**src/iee_pkg.sv**
```systemverilog
// Shared types and constants for the infix expression evaluator.
package iee_pkg;

    localparam int STACK_DEPTH_DEF = 16;
    localparam int FRAC_BITS_DEF   = 16;
    localparam int VALUE_WIDTH_DEF = 48;

    localparam int CHAR_W   = 8;
    localparam int STATUS_W = 3;
    localparam int OP_W     = 3;

    // Operator codes held on the operator stack
    localparam logic [OP_W-1:0] OP_PAREN = 3'd0;
    localparam logic [OP_W-1:0] OP_ADD   = 3'd1;
    localparam logic [OP_W-1:0] OP_SUB   = 3'd2;
    localparam logic [OP_W-1:0] OP_MUL   = 3'd3;
    localparam logic [OP_W-1:0] OP_DIV   = 3'd4;

    // Status codes
    localparam logic [STATUS_W-1:0] ST_OK   = 3'd0;
    localparam logic [STATUS_W-1:0] ST_DIV0 = 3'd1;
    localparam logic [STATUS_W-1:0] ST_OVF  = 3'd2;
    localparam logic [STATUS_W-1:0] ST_BAD  = 3'd3;
    localparam logic [STATUS_W-1:0] ST_SAT  = 3'd4;

    // Characters
    localparam logic [CHAR_W-1:0] CH_LPAREN = 8'h28;
    localparam logic [CHAR_W-1:0] CH_RPAREN = 8'h29;
    localparam logic [CHAR_W-1:0] CH_STAR   = 8'h2a;
    localparam logic [CHAR_W-1:0] CH_PLUS   = 8'h2b;
    localparam logic [CHAR_W-1:0] CH_MINUS  = 8'h2d;
    localparam logic [CHAR_W-1:0] CH_SLASH  = 8'h2f;
    localparam logic [CHAR_W-1:0] CH_ZERO   = 8'h30;
    localparam logic [CHAR_W-1:0] CH_NINE   = 8'h39;

    typedef struct packed {
        logic [CHAR_W-1:0] char_code;
        logic              last;
    } in_item_t;

    typedef struct packed {
        logic signed [VALUE_WIDTH_DEF-1:0] value;
        logic [STATUS_W-1:0]               status;
    } out_item_t;

    // Operation codes for the shared arithmetic unit
    typedef enum logic [2:0] {
        ALU_ADD,
        ALU_SUB,
        ALU_MUL,
        ALU_DIV,
        ALU_DIGIT
    } alu_op_t;

    typedef struct packed {
        logic    start;
        alu_op_t op;
    } alu_ctrl_t;

    typedef struct packed {
        logic done;
        logic sat;
    } alu_stat_t;

endpackage

```
**src/iee_alu.sv**
```systemverilog
// Shared multi-cycle arithmetic unit: saturating add, sub, digit step, multiply, divide.
module iee_alu #(
    parameter int FRAC_BITS   = iee_pkg::FRAC_BITS_DEF,
    parameter int VALUE_WIDTH = iee_pkg::VALUE_WIDTH_DEF
) (
    input  logic                          clk,
    input  logic                          rst_n,
    input  iee_pkg::alu_ctrl_t            ctrl,
    input  logic signed [VALUE_WIDTH-1:0] opa,
    input  logic signed [VALUE_WIDTH-1:0] opb,
    output logic signed [VALUE_WIDTH-1:0] result,
    output iee_pkg::alu_stat_t            stat
);
    import iee_pkg::*;

    localparam int VW  = VALUE_WIDTH;
    localparam int MW  = VW;
    localparam int DW  = VW + FRAC_BITS;
    localparam int CW  = $clog2(DW + 1);
    localparam int PW  = 2 * MW;

    localparam logic [MW-1:0] VMAXM = {1'b0, {(MW-1){1'b1}}};
    localparam logic [MW-1:0] CAPM  = {1'b1, {(MW-1){1'b0}}};

    typedef enum logic [2:0] {
        S_IDLE,
        S_MUL,
        S_DIV,
        S_FIN
    } alu_state_t;

    alu_state_t        state_reg, state_next;
    logic [MW-1:0]     ma_reg, ma_next;
    logic [MW-1:0]     mb_reg, mb_next;
    logic              neg_reg, neg_next;
    logic [PW-1:0]     acc_reg, acc_next;
    logic [DW-1:0]     dvd_reg, dvd_next;
    logic [MW:0]       rem_reg, rem_next;
    logic [DW-1:0]     quo_reg, quo_next;
    logic [CW-1:0]     cnt_reg, cnt_next;
    logic [VW-1:0]     res_reg, res_next;
    logic              sat_reg, sat_next;
    logic              done_reg, done_next;

    logic [MW-1:0] mag_a, mag_b;
    logic [VW:0]   sum_x;
    logic [MW:0]   rem_sh;
    logic [MW:0]   rem_sub;
    logic [PW-1:0] prod_q;
    logic [MW-1:0] mag_f;
    logic          over_f;
    logic [MW+4:0] dig_x;

    assign mag_a = opa[VW-1] ? (~opa + 1'b1) : opa;
    assign mag_b = opb[VW-1] ? (~opb + 1'b1) : opb;
    assign rem_sh  = {rem_reg[MW-1:0], dvd_reg[DW-1]};
    assign rem_sub = rem_sh - {1'b0, mb_reg};
    assign prod_q  = acc_reg >> FRAC_BITS;
    assign dig_x   = ({5'd0, opa} << 3) + ({5'd0, opa} << 1) + {5'd0, opb};

    // Final magnitude and its overflow flag
    always_comb
    begin
        if (state_reg == S_DIV || quo_reg != '0 && acc_reg == '0)
        begin
            mag_f  = quo_reg[MW-1:0];
            over_f = (quo_reg >> MW) != '0;
        end
        else
        begin
            mag_f  = prod_q[MW-1:0];
            over_f = (prod_q >> MW) != '0;
        end
    end

    always_comb
    begin
        logic [MW-1:0] lim;
        logic [MW-1:0] m;
        logic          s;
        state_next = state_reg;
        ma_next    = ma_reg;
        mb_next    = mb_reg;
        neg_next   = neg_reg;
        acc_next   = acc_reg;
        dvd_next   = dvd_reg;
        rem_next   = rem_reg;
        quo_next   = quo_reg;
        cnt_next   = cnt_reg;
        res_next   = res_reg;
        sat_next   = 1'b0;
        done_next  = 1'b0;
        sum_x      = '0;
        lim        = '0;
        m          = '0;
        s          = 1'b0;
        unique case (state_reg)
            S_IDLE:
            begin
                if (ctrl.start)
                begin
                    unique case (ctrl.op)
                        ALU_ADD, ALU_SUB:
                        begin
                            if (ctrl.op == ALU_ADD)
                                sum_x = {opa[VW-1], opa} + {opb[VW-1], opb};
                            else
                                sum_x = {opa[VW-1], opa} - {opb[VW-1], opb};
                            if (sum_x[VW] != sum_x[VW-1])
                            begin
                                res_next = sum_x[VW] ? CAPM : VMAXM;
                                sat_next = 1'b1;
                            end
                            else
                                res_next = sum_x[VW-1:0];
                            done_next = 1'b1;
                        end
                        ALU_DIGIT:
                        begin
                            // opa is accumulator magnitude, opb is unit
                            if (dig_x > {5'd0, CAPM})
                            begin
                                res_next = CAPM;
                                sat_next = 1'b1;
                            end
                            else
                                res_next = dig_x[MW-1:0];
                            done_next = 1'b1;
                        end
                        ALU_MUL:
                        begin
                            ma_next   = mag_a;
                            mb_next   = mag_b;
                            neg_next  = opa[VW-1] ^ opb[VW-1];
                            acc_next  = '0;
                            quo_next  = '0;
                            cnt_next  = CW'(MW);
                            state_next = S_MUL;
                        end
                        ALU_DIV:
                        begin
                            mb_next   = mag_b;
                            neg_next  = opa[VW-1] ^ opb[VW-1];
                            dvd_next  = {mag_a, {FRAC_BITS{1'b0}}};
                            rem_next  = '0;
                            quo_next  = '0;
                            acc_next  = '0;
                            cnt_next  = CW'(DW);
                            state_next = S_DIV;
                        end
                        default: ;
                    endcase
                end
            end
            S_MUL:
            begin
                // Shift-add one multiplier bit per cycle
                acc_next = (acc_reg << 1) + (ma_reg[MW-1] ? {{MW{1'b0}}, mb_reg} : '0);
                ma_next  = ma_reg << 1;
                cnt_next = cnt_reg - 1'b1;
                if (cnt_reg == CW'(1))
                    state_next = S_FIN;
            end
            S_DIV:
            begin
                // Restoring division, one quotient bit per cycle
                dvd_next = dvd_reg << 1;
                quo_next = quo_reg << 1;
                if (rem_sh >= {1'b0, mb_reg})
                begin
                    rem_next    = rem_sub;
                    quo_next[0] = 1'b1;
                end
                else
                    rem_next = rem_sh;
                cnt_next = cnt_reg - 1'b1;
                if (cnt_reg == CW'(1))
                begin
                    acc_next   = '0;
                    state_next = S_FIN;
                end
            end
            S_FIN:
            begin
                m = over_f ? {MW{1'b1}} : mag_f;
                lim = VMAXM + {{(MW-1){1'b0}}, neg_reg};
                if (m > lim)
                begin
                    m = lim;
                    s = 1'b1;
                end
                res_next   = neg_reg ? (~m + 1'b1) : m;
                sat_next   = s;
                done_next  = 1'b1;
                state_next = S_IDLE;
            end
            default: state_next = S_IDLE;
        endcase
    end

    // Hold state and registered outputs
    always_ff @(posedge clk or negedge rst_n)
    begin
        if (!rst_n)
        begin
            state_reg <= S_IDLE;
            sat_reg   <= 1'b0;
            done_reg  <= 1'b0;
        end
        else
        begin
            state_reg <= state_next;
            sat_reg   <= sat_next;
            done_reg  <= done_next;
        end
    end

    always_ff @(posedge clk)
    begin
        ma_reg  <= ma_next;
        mb_reg  <= mb_next;
        neg_reg <= neg_next;
        acc_reg <= acc_next;
        dvd_reg <= dvd_next;
        rem_reg <= rem_next;
        quo_reg <= quo_next;
        cnt_reg <= cnt_next;
        res_reg <= res_next;
    end

    assign result    = res_reg;
    assign stat.done = done_reg;
    assign stat.sat  = sat_reg;

endmodule

```
**src/iee_ctrl.sv**
```systemverilog
// Parser and stack sequencer that drives the shared arithmetic unit.
module iee_ctrl #(
    parameter int STACK_DEPTH = iee_pkg::STACK_DEPTH_DEF,
    parameter int FRAC_BITS   = iee_pkg::FRAC_BITS_DEF,
    parameter int VALUE_WIDTH = iee_pkg::VALUE_WIDTH_DEF
) (
    input  logic                               clk,
    input  logic                               rst_n,
    input  logic                               in_valid,
    input  logic [iee_pkg::CHAR_W-1:0]         in_char,
    input  logic                               in_last,
    output logic                               in_stall,
    output logic                               out_valid,
    input  logic                               out_stall,
    output logic signed [VALUE_WIDTH-1:0]      out_value,
    output logic [iee_pkg::STATUS_W-1:0]       out_status,
    output iee_pkg::alu_ctrl_t                 alu_ctrl,
    output logic signed [VALUE_WIDTH-1:0]      alu_a,
    output logic signed [VALUE_WIDTH-1:0]      alu_b,
    input  logic signed [VALUE_WIDTH-1:0]      alu_res,
    input  iee_pkg::alu_stat_t                 alu_stat
);
    import iee_pkg::*;

    localparam int VW = VALUE_WIDTH;
    localparam int AW = $clog2(STACK_DEPTH);
    localparam int NW = $clog2(STACK_DEPTH + 1);
    localparam logic [VW-1:0] VMAXV = {1'b0, {(VW-1){1'b1}}};
    localparam logic [VW-1:0] CAPV  = {1'b1, {(VW-1){1'b0}}};

    typedef enum logic [3:0] {
        S_IDLE,
        S_DIGIT,
        S_DIGW,
        S_TOKEN,
        S_CLOSE,
        S_APPLY,
        S_RED,
        S_REDW,
        S_END,
        S_OUT
    } ctrl_state_t;

    typedef enum logic [1:0] {
        RET_CLOSE,
        RET_APPLY
    } ret_t;

    ctrl_state_t         state_reg, state_next;
    ret_t                ret_reg, ret_next;
    logic signed [VW-1:0] vstack [STACK_DEPTH];
    logic [OP_W-1:0]     ostack [STACK_DEPTH];
    logic [NW-1:0]       vcnt_reg, vcnt_next;
    logic [NW-1:0]       ocnt_reg, ocnt_next;
    logic [VW-1:0]       nacc_reg, nacc_next;
    logic                innum_reg, innum_next;
    logic                nneg_reg, nneg_next;
    logic                oprdy_reg, oprdy_next;
    logic                pdig_reg, pdig_next;
    logic [STATUS_W-1:0] err_reg, err_next;
    logic [CHAR_W-1:0]   ch_reg, ch_next;
    logic                last_reg, last_next;
    logic                tail_reg, tail_next;
    logic [OP_W-1:0]     code_reg, code_next;
    logic signed [VW-1:0] opa_reg, opa_next;
    logic signed [VW-1:0] opb_reg, opb_next;
    alu_ctrl_t           actl_reg, actl_next;
    logic signed [VW-1:0] oval_reg, oval_next;
    logic [STATUS_W-1:0] ostat_reg, ostat_next;

    logic                vwe;
    logic [AW-1:0]       vwa;
    logic signed [VW-1:0] vwd;
    logic                owe;
    logic [AW-1:0]       owa;
    logic [OP_W-1:0]     owd;

    logic signed [VW-1:0] vtop1, vtop2;
    logic [OP_W-1:0]     otop;
    logic                hard;

    assign vtop1 = vstack[AW'(vcnt_reg - 1'b1)];
    assign vtop2 = vstack[AW'(vcnt_reg - 2'd2)];
    // The bottom slot is always read as the outer open parenthesis
    assign otop  = (ocnt_reg == NW'(1)) ? OP_PAREN : ostack[AW'(ocnt_reg - 1'b1)];
    assign hard  = (err_reg != ST_OK) && (err_reg != ST_SAT);

    // Write the stacks
    always_ff @(posedge clk)
    begin
        if (vwe)
            vstack[vwa] <= vwd;
        if (owe)
            ostack[owa] <= owd;
    end

    always_comb
    begin
        logic [STATUS_W-1:0] e;
        logic                dig;
        logic [OP_W-1:0]     cd;
        logic [VW-1:0]       mag;
        logic signed [VW-1:0] sv;
        logic                sat1;
        state_next = state_reg;
        ret_next   = ret_reg;
        vcnt_next  = vcnt_reg;
        ocnt_next  = ocnt_reg;
        nacc_next  = nacc_reg;
        innum_next = innum_reg;
        nneg_next  = nneg_reg;
        oprdy_next = oprdy_reg;
        pdig_next  = pdig_reg;
        e          = err_reg;
        ch_next    = ch_reg;
        last_next  = last_reg;
        tail_next  = tail_reg;
        code_next  = code_reg;
        opa_next   = opa_reg;
        opb_next   = opb_reg;
        actl_next  = '{start: 1'b0, op: ALU_ADD};
        oval_next  = oval_reg;
        ostat_next = ostat_reg;
        vwe = 1'b0; vwa = '0; vwd = '0;
        owe = 1'b0; owa = '0; owd = '0;
        dig  = (ch_reg >= CH_ZERO) && (ch_reg <= CH_NINE);
        cd   = (ch_reg == CH_PLUS)  ? OP_ADD :
               (ch_reg == CH_MINUS) ? OP_SUB :
               (ch_reg == CH_STAR)  ? OP_MUL :
               (ch_reg == CH_SLASH) ? OP_DIV : OP_PAREN;
        mag  = '0;
        sv   = '0;
        sat1 = 1'b0;

        unique case (state_reg)
            S_IDLE:
            begin
                if (in_valid)
                begin
                    ch_next   = in_char;
                    last_next = in_last;
                    state_next = hard ? S_END : S_TOKEN;
                end
            end
            S_TOKEN:
            begin
                state_next = S_END;
                if (innum_reg && dig)
                    state_next = S_DIGIT;
                else if (innum_reg && ch_reg == CH_MINUS && !pdig_reg)
                    e = ST_BAD;
                else
                begin
                    // Finish a pending number first
                    if (innum_reg)
                    begin
                        innum_next = 1'b0;
                        pdig_next  = 1'b0;
                        if (!pdig_reg)
                            e = ST_BAD;
                        else
                        begin
                            mag = nacc_reg;
                            if (!nneg_reg && mag > VMAXV)
                            begin
                                mag  = VMAXV;
                                sat1 = 1'b1;
                            end
                            sv = nneg_reg ? VW'(~mag + 1'b1) : mag;
                            if (sat1 && e == ST_OK)
                                e = ST_SAT;
                            if (vcnt_reg >= NW'(STACK_DEPTH))
                                e = ST_OVF;
                            else
                            begin
                                vwe = 1'b1; vwa = AW'(vcnt_reg); vwd = sv;
                                vcnt_next = vcnt_reg + 1'b1;
                            end
                            nacc_next  = '0;
                            nneg_next  = 1'b0;
                            oprdy_next = 1'b1;
                        end
                    end
                    if (!((e != ST_OK) && (e != ST_SAT)))
                    begin
                        if (ch_reg == CH_LPAREN)
                        begin
                            if (oprdy_next)
                                e = ST_BAD;
                            else if (ocnt_reg >= NW'(STACK_DEPTH))
                                e = ST_OVF;
                            else
                            begin
                                owe = 1'b1; owa = AW'(ocnt_reg); owd = OP_PAREN;
                                ocnt_next = ocnt_reg + 1'b1;
                            end
                        end
                        else if (ch_reg == CH_RPAREN)
                        begin
                            if (!oprdy_next)
                                e = ST_BAD;
                            else
                                state_next = S_CLOSE;
                        end
                        else if (cd != OP_PAREN && oprdy_next)
                        begin
                            code_next = cd;
                            if (ocnt_reg == '0)
                                e = ST_BAD;
                            else
                                state_next = S_APPLY;
                        end
                        else if (ch_reg == CH_MINUS)
                        begin
                            innum_next = 1'b1;
                            nneg_next  = 1'b1;
                            nacc_next  = '0;
                            pdig_next  = 1'b0;
                        end
                        else if (dig)
                        begin
                            innum_next = 1'b1;
                            nneg_next  = 1'b0;
                            nacc_next  = '0;
                            state_next = S_DIGIT;
                        end
                        else
                            e = ST_BAD;
                    end
                end
            end
            S_DIGIT:
            begin
                // One decimal step on the shared unit
                opa_next  = (innum_reg && state_reg == S_DIGIT && nacc_reg != '0)
                            ? nacc_reg : '0;
                opb_next  = VW'({4'd0, ch_reg[3:0]}) << FRAC_BITS;
                if (FRAC_BITS + 4 > VW - 1 &&
                    (VW'({4'd0, ch_reg[3:0]}) << FRAC_BITS) >> FRAC_BITS
                    != VW'({4'd0, ch_reg[3:0]}))
                    opb_next = CAPV;
                actl_next = '{start: 1'b1, op: ALU_DIGIT};
                state_next = S_DIGW;
            end
            S_DIGW:
            begin
                if (alu_stat.done)
                begin
                    nacc_next = alu_res;
                    pdig_next = 1'b1;
                    if (alu_stat.sat && e == ST_OK)
                        e = ST_SAT;
                    state_next = S_END;
                end
            end
            S_CLOSE:
            begin
                if (ocnt_reg == '0)
                begin
                    e = ST_BAD;
                    state_next = S_END;
                end
                else if (otop == OP_PAREN)
                begin
                    ocnt_next  = ocnt_reg - 1'b1;
                    state_next = S_END;
                end
                else
                begin
                    ret_next   = RET_CLOSE;
                    state_next = S_RED;
                end
            end
            S_APPLY:
            begin
                if (ocnt_reg == '0 || otop == OP_PAREN ||
                    ((otop == OP_ADD || otop == OP_SUB) &&
                     (code_reg == OP_MUL || code_reg == OP_DIV)))
                begin
                    if (ocnt_reg >= NW'(STACK_DEPTH))
                        e = ST_OVF;
                    else
                    begin
                        owe = 1'b1; owa = AW'(ocnt_reg); owd = code_reg;
                        ocnt_next  = ocnt_reg + 1'b1;
                        oprdy_next = 1'b0;
                    end
                    state_next = S_END;
                end
                else
                begin
                    ret_next   = RET_APPLY;
                    state_next = S_RED;
                end
            end
            S_RED:
            begin
                // Pop one operator and two values, start the unit
                if (vcnt_reg < NW'(2))
                begin
                    e = ST_BAD;
                    state_next = S_END;
                end
                else
                begin
                    ocnt_next = ocnt_reg - 1'b1;
                    vcnt_next = vcnt_reg - NW'(2);
                    opa_next  = vtop2;
                    opb_next  = vtop1;
                    state_next = S_REDW;
                    unique case (otop)
                        OP_ADD: actl_next = '{start: 1'b1, op: ALU_ADD};
                        OP_SUB: actl_next = '{start: 1'b1, op: ALU_SUB};
                        OP_MUL: actl_next = '{start: 1'b1, op: ALU_MUL};
                        OP_DIV:
                        begin
                            if (vtop1 == '0)
                            begin
                                e = ST_DIV0;
                                state_next = S_END;
                            end
                            else
                                actl_next = '{start: 1'b1, op: ALU_DIV};
                        end
                        default:
                        begin
                            e = ST_BAD;
                            state_next = S_END;
                        end
                    endcase
                end
            end
            S_REDW:
            begin
                if (alu_stat.done)
                begin
                    if (alu_stat.sat && e == ST_OK)
                        e = ST_SAT;
                    vwe = 1'b1; vwa = AW'(vcnt_reg); vwd = alu_res;
                    vcnt_next  = vcnt_reg + 1'b1;
                    state_next = (ret_reg == RET_CLOSE) ? S_CLOSE : S_APPLY;
                end
            end
            S_END:
            begin
                // Closing work for the final character
                if (!last_reg)
                    state_next = S_IDLE;
                else if ((e != ST_OK) && (e != ST_SAT))
                begin
                    oval_next  = '0;
                    ostat_next = e;
                    state_next = S_OUT;
                end
                else if (!tail_reg)
                begin
                    // Apply the closing parenthesis implied at the end
                    tail_next  = 1'b1;
                    ch_next    = CH_RPAREN;
                    state_next = S_TOKEN;
                end
                else if (ocnt_reg != '0 || vcnt_reg != NW'(1))
                begin
                    oval_next  = '0;
                    ostat_next = ST_BAD;
                    state_next = S_OUT;
                end
                else
                begin
                    oval_next  = vstack[0];
                    ostat_next = e;
                    state_next = S_OUT;
                end
            end
            S_OUT:
            begin
                if (!out_stall)
                begin
                    vcnt_next  = '0;
                    ocnt_next  = NW'(1);
                    owe = 1'b1; owa = '0; owd = OP_PAREN;
                    nacc_next  = '0;
                    innum_next = 1'b0;
                    nneg_next  = 1'b0;
                    oprdy_next = 1'b0;
                    pdig_next  = 1'b0;
                    tail_next  = 1'b0;
                    e          = ST_OK;
                    state_next = S_IDLE;
                end
            end
            default: state_next = S_IDLE;
        endcase
        err_next = e;
    end

    // Hold control state; clear on reset
    always_ff @(posedge clk or negedge rst_n)
    begin
        if (!rst_n)
        begin
            state_reg <= S_IDLE;
            ret_reg   <= RET_CLOSE;
            vcnt_reg  <= '0;
            ocnt_reg  <= NW'(1);
            nacc_reg  <= '0;
            innum_reg <= 1'b0;
            nneg_reg  <= 1'b0;
            oprdy_reg <= 1'b0;
            pdig_reg  <= 1'b0;
            tail_reg  <= 1'b0;
            err_reg   <= ST_OK;
            code_reg  <= OP_PAREN;
            actl_reg  <= '{start: 1'b0, op: ALU_ADD};
        end
        else
        begin
            state_reg <= state_next;
            ret_reg   <= ret_next;
            vcnt_reg  <= vcnt_next;
            ocnt_reg  <= ocnt_next;
            nacc_reg  <= nacc_next;
            innum_reg <= innum_next;
            nneg_reg  <= nneg_next;
            oprdy_reg <= oprdy_next;
            pdig_reg  <= pdig_next;
            tail_reg  <= tail_next;
            err_reg   <= err_next;
            code_reg  <= (state_next == S_IDLE) ? OP_PAREN : code_next;
            actl_reg  <= actl_next;
        end
    end

    always_ff @(posedge clk)
    begin
        ch_reg    <= ch_next;
        last_reg  <= last_next;
        opa_reg   <= opa_next;
        opb_reg   <= opb_next;
        oval_reg  <= oval_next;
        ostat_reg <= ostat_next;
    end

    assign in_stall   = (state_reg != S_IDLE);
    assign out_valid  = (state_reg == S_OUT);
    assign out_value  = oval_reg;
    assign out_status = ostat_reg;
    assign alu_ctrl   = actl_reg;
    assign alu_a      = opa_reg;
    assign alu_b      = opb_reg;

endmodule

```
**src/infix_expression_evaluator.sv**
```systemverilog
// Top level of the infix expression evaluator.
// Usage:
//   Characters enter on the in channel (in_valid, in_stall, in_item with
//   char_code and last). An item is taken when in_valid is high and
//   in_stall low. in_stall stays high while a character is worked on.
//   A digit is one decimal step on the shared arithmetic unit; an operator
//   or parenthesis may first pop operators, each popped operator being one
//   reduction (add, subtract, multiply or divide), all on the one shared
//   arithmetic unit. On the character marked last the implicit closing
//   parenthesis is applied, with its reductions, and one result item
//   (value, status) is shown on out_valid.
//   It holds while out_stall is high; no new character is taken until it
//   leaves. Reset empties both stacks, leaves one open parenthesis on the
//   operator stack and clears the error status. No clearing pass is run.
module infix_expression_evaluator #(
    parameter int STACK_DEPTH = iee_pkg::STACK_DEPTH_DEF,
    parameter int FRAC_BITS   = iee_pkg::FRAC_BITS_DEF
) (
    input  logic                clk,
    input  logic                rst_n,
    input  logic                in_valid,
    output logic                in_stall,
    input  iee_pkg::in_item_t   in_item,
    output logic                out_valid,
    input  logic                out_stall,
    output iee_pkg::out_item_t  out_item
);
    import iee_pkg::*;

    localparam int VALUE_WIDTH = VALUE_WIDTH_DEF;

    alu_ctrl_t                     alu_ctrl;
    alu_stat_t                     alu_stat;
    logic signed [VALUE_WIDTH-1:0] alu_a, alu_b, alu_res, res_value;
    logic [STATUS_W-1:0]           res_status;

    iee_ctrl #(
        .STACK_DEPTH (STACK_DEPTH),
        .FRAC_BITS   (FRAC_BITS),
        .VALUE_WIDTH (VALUE_WIDTH)
    ) u_ctrl (
        .clk        (clk),
        .rst_n      (rst_n),
        .in_valid   (in_valid),
        .in_char    (in_item.char_code),
        .in_last    (in_item.last),
        .in_stall   (in_stall),
        .out_valid  (out_valid),
        .out_stall  (out_stall),
        .out_value  (res_value),
        .out_status (res_status),
        .alu_ctrl   (alu_ctrl),
        .alu_a      (alu_a),
        .alu_b      (alu_b),
        .alu_res    (alu_res),
        .alu_stat   (alu_stat)
    );

    iee_alu #(
        .FRAC_BITS   (FRAC_BITS),
        .VALUE_WIDTH (VALUE_WIDTH)
    ) u_alu (
        .clk    (clk),
        .rst_n  (rst_n),
        .ctrl   (alu_ctrl),
        .opa    (alu_a),
        .opb    (alu_b),
        .result (alu_res),
        .stat   (alu_stat)
    );

    assign out_item.value  = res_value;
    assign out_item.status = res_status;

    // Never take a character while a result is on offer
    assert property (@(posedge clk) disable iff (!rst_n) out_valid |-> in_stall)
        else $error("character taken while result pending");

    // Status stays within defined codes
    assert property (@(posedge clk) disable iff (!rst_n)
        out_valid |-> (out_item.status <= ST_SAT))
        else $error("undefined status code");

    // An error status carries a zero value
    assert property (@(posedge clk) disable iff (!rst_n)
        out_valid && (out_item.status == ST_DIV0 || out_item.status == ST_OVF ||
                      out_item.status == ST_BAD) |-> (out_item.value == '0))
        else $error("non-zero value with error status");

endmodule

```
**config.mk**
```make
export PLATFORM = sky130hd
export DESIGN_NAME = infix_expression_evaluator
export DESIGN_NICKNAME = d
export VERILOG_FILES = /design/src/iee_pkg.sv /design/src/iee_alu.sv /design/src/iee_ctrl.sv /design/src/infix_expression_evaluator.sv
export SDC_FILE = /design/constraint.sdc
export NUM_CORES = 2
export LEC_CHECK = 0
export BUFFER_PORTS_ARGS = -buffer_cell sky130_fd_sc_hd__buf_4
export CAP_MARGIN = 20
export CORE_UTILIZATION = 40
export DETAILED_ROUTE_END_ITERATION = 6
export PLACE_DENSITY = 0.61
export SKIP_LAST_GASP = 1
export SLEW_MARGIN = 20
export SYNTH_ARGS = -nofsm -noshare
export SYNTH_HDL_FRONTEND = slang
export SYNTH_SLANG_ARGS = --single-unit
```
**constraint.sdc**
```tcl
create_clock -name clk -period 8.75 [get_ports clk]
set_input_delay 1.75 -clock clk [delete_from_list [all_inputs] [get_ports clk]]
set_output_delay 1.75 -clock clk [all_outputs]
set_load 0.05 [all_outputs]
```
==> results.md <==
- Synth Warn #: 0
- H-tree level count: 4
- Syn_nets: 7151
- Final Hold Slack: a little over 0.5 ns
- Mean area per synthesized cell: 12.6 µm²
- Max_cap viols: 0
- Clock latency at the later pin of the worst-skew pair: 0.87 ns
- Die width: 465 µm
- Worst Min Path Start: u_ctrl.ret_reg[0]
- Largest area contributor in the netlist: edfxtp_1
- Buffers added on ports: 65
- CTS Sinks: 1462
- Avg WL per Cell: 30.3 µm
- R2R Path End: u_alu.result[41]
- Crit Path Category: flip-flop to flip-flop
- CTS root buf: clkbuf_16
- Max VDD drop: 423 µV
- Tmin final: ~8.6 ns
- HP Class: flip-flop to flip-flop
- Predominant post-synthesis flop cell: edfxtp_1
- DRT Pass-1 Iters: 6
- EDFF count, synth: 1380
- IO Count: 66
- Max reg flops: 768
- CTS resizes: 0
- Mapped cell area: about 0.086 mm²
- Setup Buffers After CTS: 0
- Sequential fraction of the synthesis area: between 50% and 60%
- Worst-Margin Slew: 1.09 ns
- WHS Path Cells: 2
- GR Util All Layers: 26.8%
- Most used cell, CP: or3_1
- CP top delay family: simple AND/OR/NAND/NOR gates
- Library cells used by synthesis: ~110
- Top cells by count, synth: edfxtp_1 (1380), nand2_1 (510), mux4_2 (480)
- Number of global-route vias before repair: 59500
- Fin. Hold Viols: 0
- Unrepaired setup endpoints after global routing: false
- Routed vias: 61500
- Largest net degree at the start of global routing: 125
- Final setup viols: 0
- Ranking of synthesized cells by area: edfxtp_1 (48%), mux4_2 (13%), ha_1 (3.8%)
- Crit path largest cell delay: 0.68 ns
- Die height: 465 µm
- Reg2Reg Depth: 23
- Routability cong.: ~1.0
- Die area: 0.216 mm²
- Core area: 0.213 mm²
- Gr ovfl total: 0
- Placement Setup Slack: ~0.41 ns
- Clock skew: 0.0750 ns
- Vias/cell: 6.31
- Share of cells above drive strength 1: between 10% and 20%
- Buf/Inv on CP: 1
- Share of the synthesized area in the top cell type: 48.3%
- Cell row count: 169
- Critical Path Slowest Stage Cell: o31ai_1
- CP Cell Sequence: or3_1, or3_1, nor4_2, nand4_1, or3_1, or3_1, nand2b_1, or3_1, or3_1, o31ai_1, xnor2_1, ha_1, and2_1, and3_1, and3_1, a221oi_1, o21ai_0, xor2_1, nor2_1, buf_4, o31ai_1, o21ai_0, o211ai_1
- Worst-path fanout max: 13
- Final Max Slew Viols: 0
- TritonCTS clock tree: built
- Worst setup EP type: flip-flop
- Slew headroom: 26.2%
- Register area: between 0.04 and 0.05 mm²
- Final std cells w/o fill: ~10000
- TritonCTS Buffers: ~160
- DRC: 0
- Synth Instances: 6828
- Initial core utilization: 40.3%
- Worst Hold End: u_ctrl.ret_reg[0]
- R2R Setup Slk: roughly 0.12 ns
- Startpoint Class: flip-flop
- DR iter-0 viols: 7127
- Fin worst setup slack: 0.122 ns
- First-pass GRT wire length: approximately 420000 µm
- CP Data Arrival Time: 9.29 ns
- DRT antenna net count: 0
- Max Fclk: 116 MHz
- Layout area overhead: 10.9%
- Leakage power: 34.3 nW
- PnR Total Power: around 0.03 W
- Yosys reg bits: 1462
- Status: complete, no violations
- PwrDens: 316 mW/mm²
- Dpl cells: 9450
- Hold Buf Count CTS: 0
- Clk slew on worst S/H paths: 0.06 ns
- Reg2reg start: u_ctrl.alu_b[2]
- Final HPWL DP: 211000 µm
- Setup_tns: 0 ns
- Nets: 7116
- Ys async rst share: 5.61%
- Area of the multi-input gates: 0.0406 mm²
- Cell with the most instances after synthesis: edfxtp_1
- Clock buffer depth: 3
- Worst Path Required: 9.41 ns
- Antenna violations before repair: 8
- Wirelength, routed: 295000 µm
- Fillers: 19200
- Fin crit share: 98.6%
## through the flow
stage / utilization (%) / area, µm²
global route: 44.8 / 95200
detailed placement: 42.2 / 89800
CTS: 44.7 / 95200
floorplan: - / 85800
global placement: 42.2 / 89800
finish: 44.8 / 95200
## layout make-up
class,count,share of cell area [%]
Antenna cell,1,0.00263
Clock buffer,201,4.44
Clock inverter,93,1.17
Inverter,138,0.549
Multi-Input combinational cell,4817,42.6
Sequential cell,1462,45.7
Tap cell,2821,3.71
Timing Repair Buffer,213,1.80
## worst max path at each step
| stage | slack (ns) | endpoint | cells past startpoint | start |
|---|---|---|---|---|
| floorplan | 0.21 | u_alu.result[36] | 35 | u_alu.quo_reg[22] |
| global placement | 0.31 | u_alu.result[41] | 23 | u_ctrl.alu_b[2] |
| detailed placement | 0.41 | u_alu.result[41] | 23 | u_ctrl.alu_b[2] |
| CTS | 0.36 | u_alu.result[41] | 23 | u_ctrl.alu_b[2] |
| global route | 0.01 | u_alu.result[36] | 27 | u_alu.acc_reg[58] |
| finish | 0.12 | u_alu.result[41] | 23 | u_ctrl.alu_b[2] |
## worst reg2reg max path: stages, from the launching register on
cell and delay (ns):
edfxtp_1 0.50, or3_1 0.42, or3_1 0.44, nor4_2 0.43, nand4_1 0.44, or3_1 0.55
or3_1 0.36, nand2b_1 0.20, or3_1 0.36, or3_1 0.44, o31ai_1 0.28, xnor2_1 0.11
ha_1 0.35, and2_1 0.23, and3_1 0.24, and3_1 0.19, a221oi_1 0.33, o21ai_0 0.27
xor2_1 0.62, nor2_1 0.12, buf_4 0.24, o31ai_1 0.69, o21ai_0 0.40, o211ai_1 0.25
## report_power, final
part           internal (W)  switching (W)
Sequential          0.00824       0.000931
Combinational       0.00535        0.00861
Clock               0.00387        0.00304
## cell families (layout without fill, tap and decap cells)
| group | count (synthesis) | after routing | synth area share [%] |
|---|---|---|---|
| compound gates | 1473 | 1473 | 11.4 |
| xor+xnor | 374 | 374 | 3.82 |
| fa+ha+maj | 315 | 315 | 5.01 |
| buf+inv | 549 | 645 | 2.45 |
| flops | 1462 | 1462 | 50.7 |
| mux | 683 | 683 | 15.1 |
| other cells | 0 | 1 | 0 |
| simple gates | 1972 | 1972 | 11.6 |
## metal layers
layer | part of all wire (%) | vias to the layer above | GRT usage, %
met5 | 0.0075 | - | 0
met4 | 5.4 | 4 | 12.6
met3 | 7.6 | 584 | 4.04
met2 | 46 | 2929 | 42.1
met1 | 41 | 31300 | 36.7
li1 | - | 26600 | -
## layout by cell type (no fill, tap or decap), drive strengths merged, types with 130 or more instances in the layout
cell / Yosys / final
nor2: 410 / 410
xnor2: 286 / 286
a21oi: 357 / 357
and2: 230 / 230
edfxtp: 1380 / 1380
inv: 136 / 140
nor3: 130 / 130
mux4: 480 / 480
a21o: 136 / 136
clkbuf: 324 / 202
nand3: 141 / 141
ha: 261 / 261
o21ai: 325 / 325
nand2: 510 / 510
buf: 87 / 212
No activity file was read; power rests on OpenSTA's default activity.
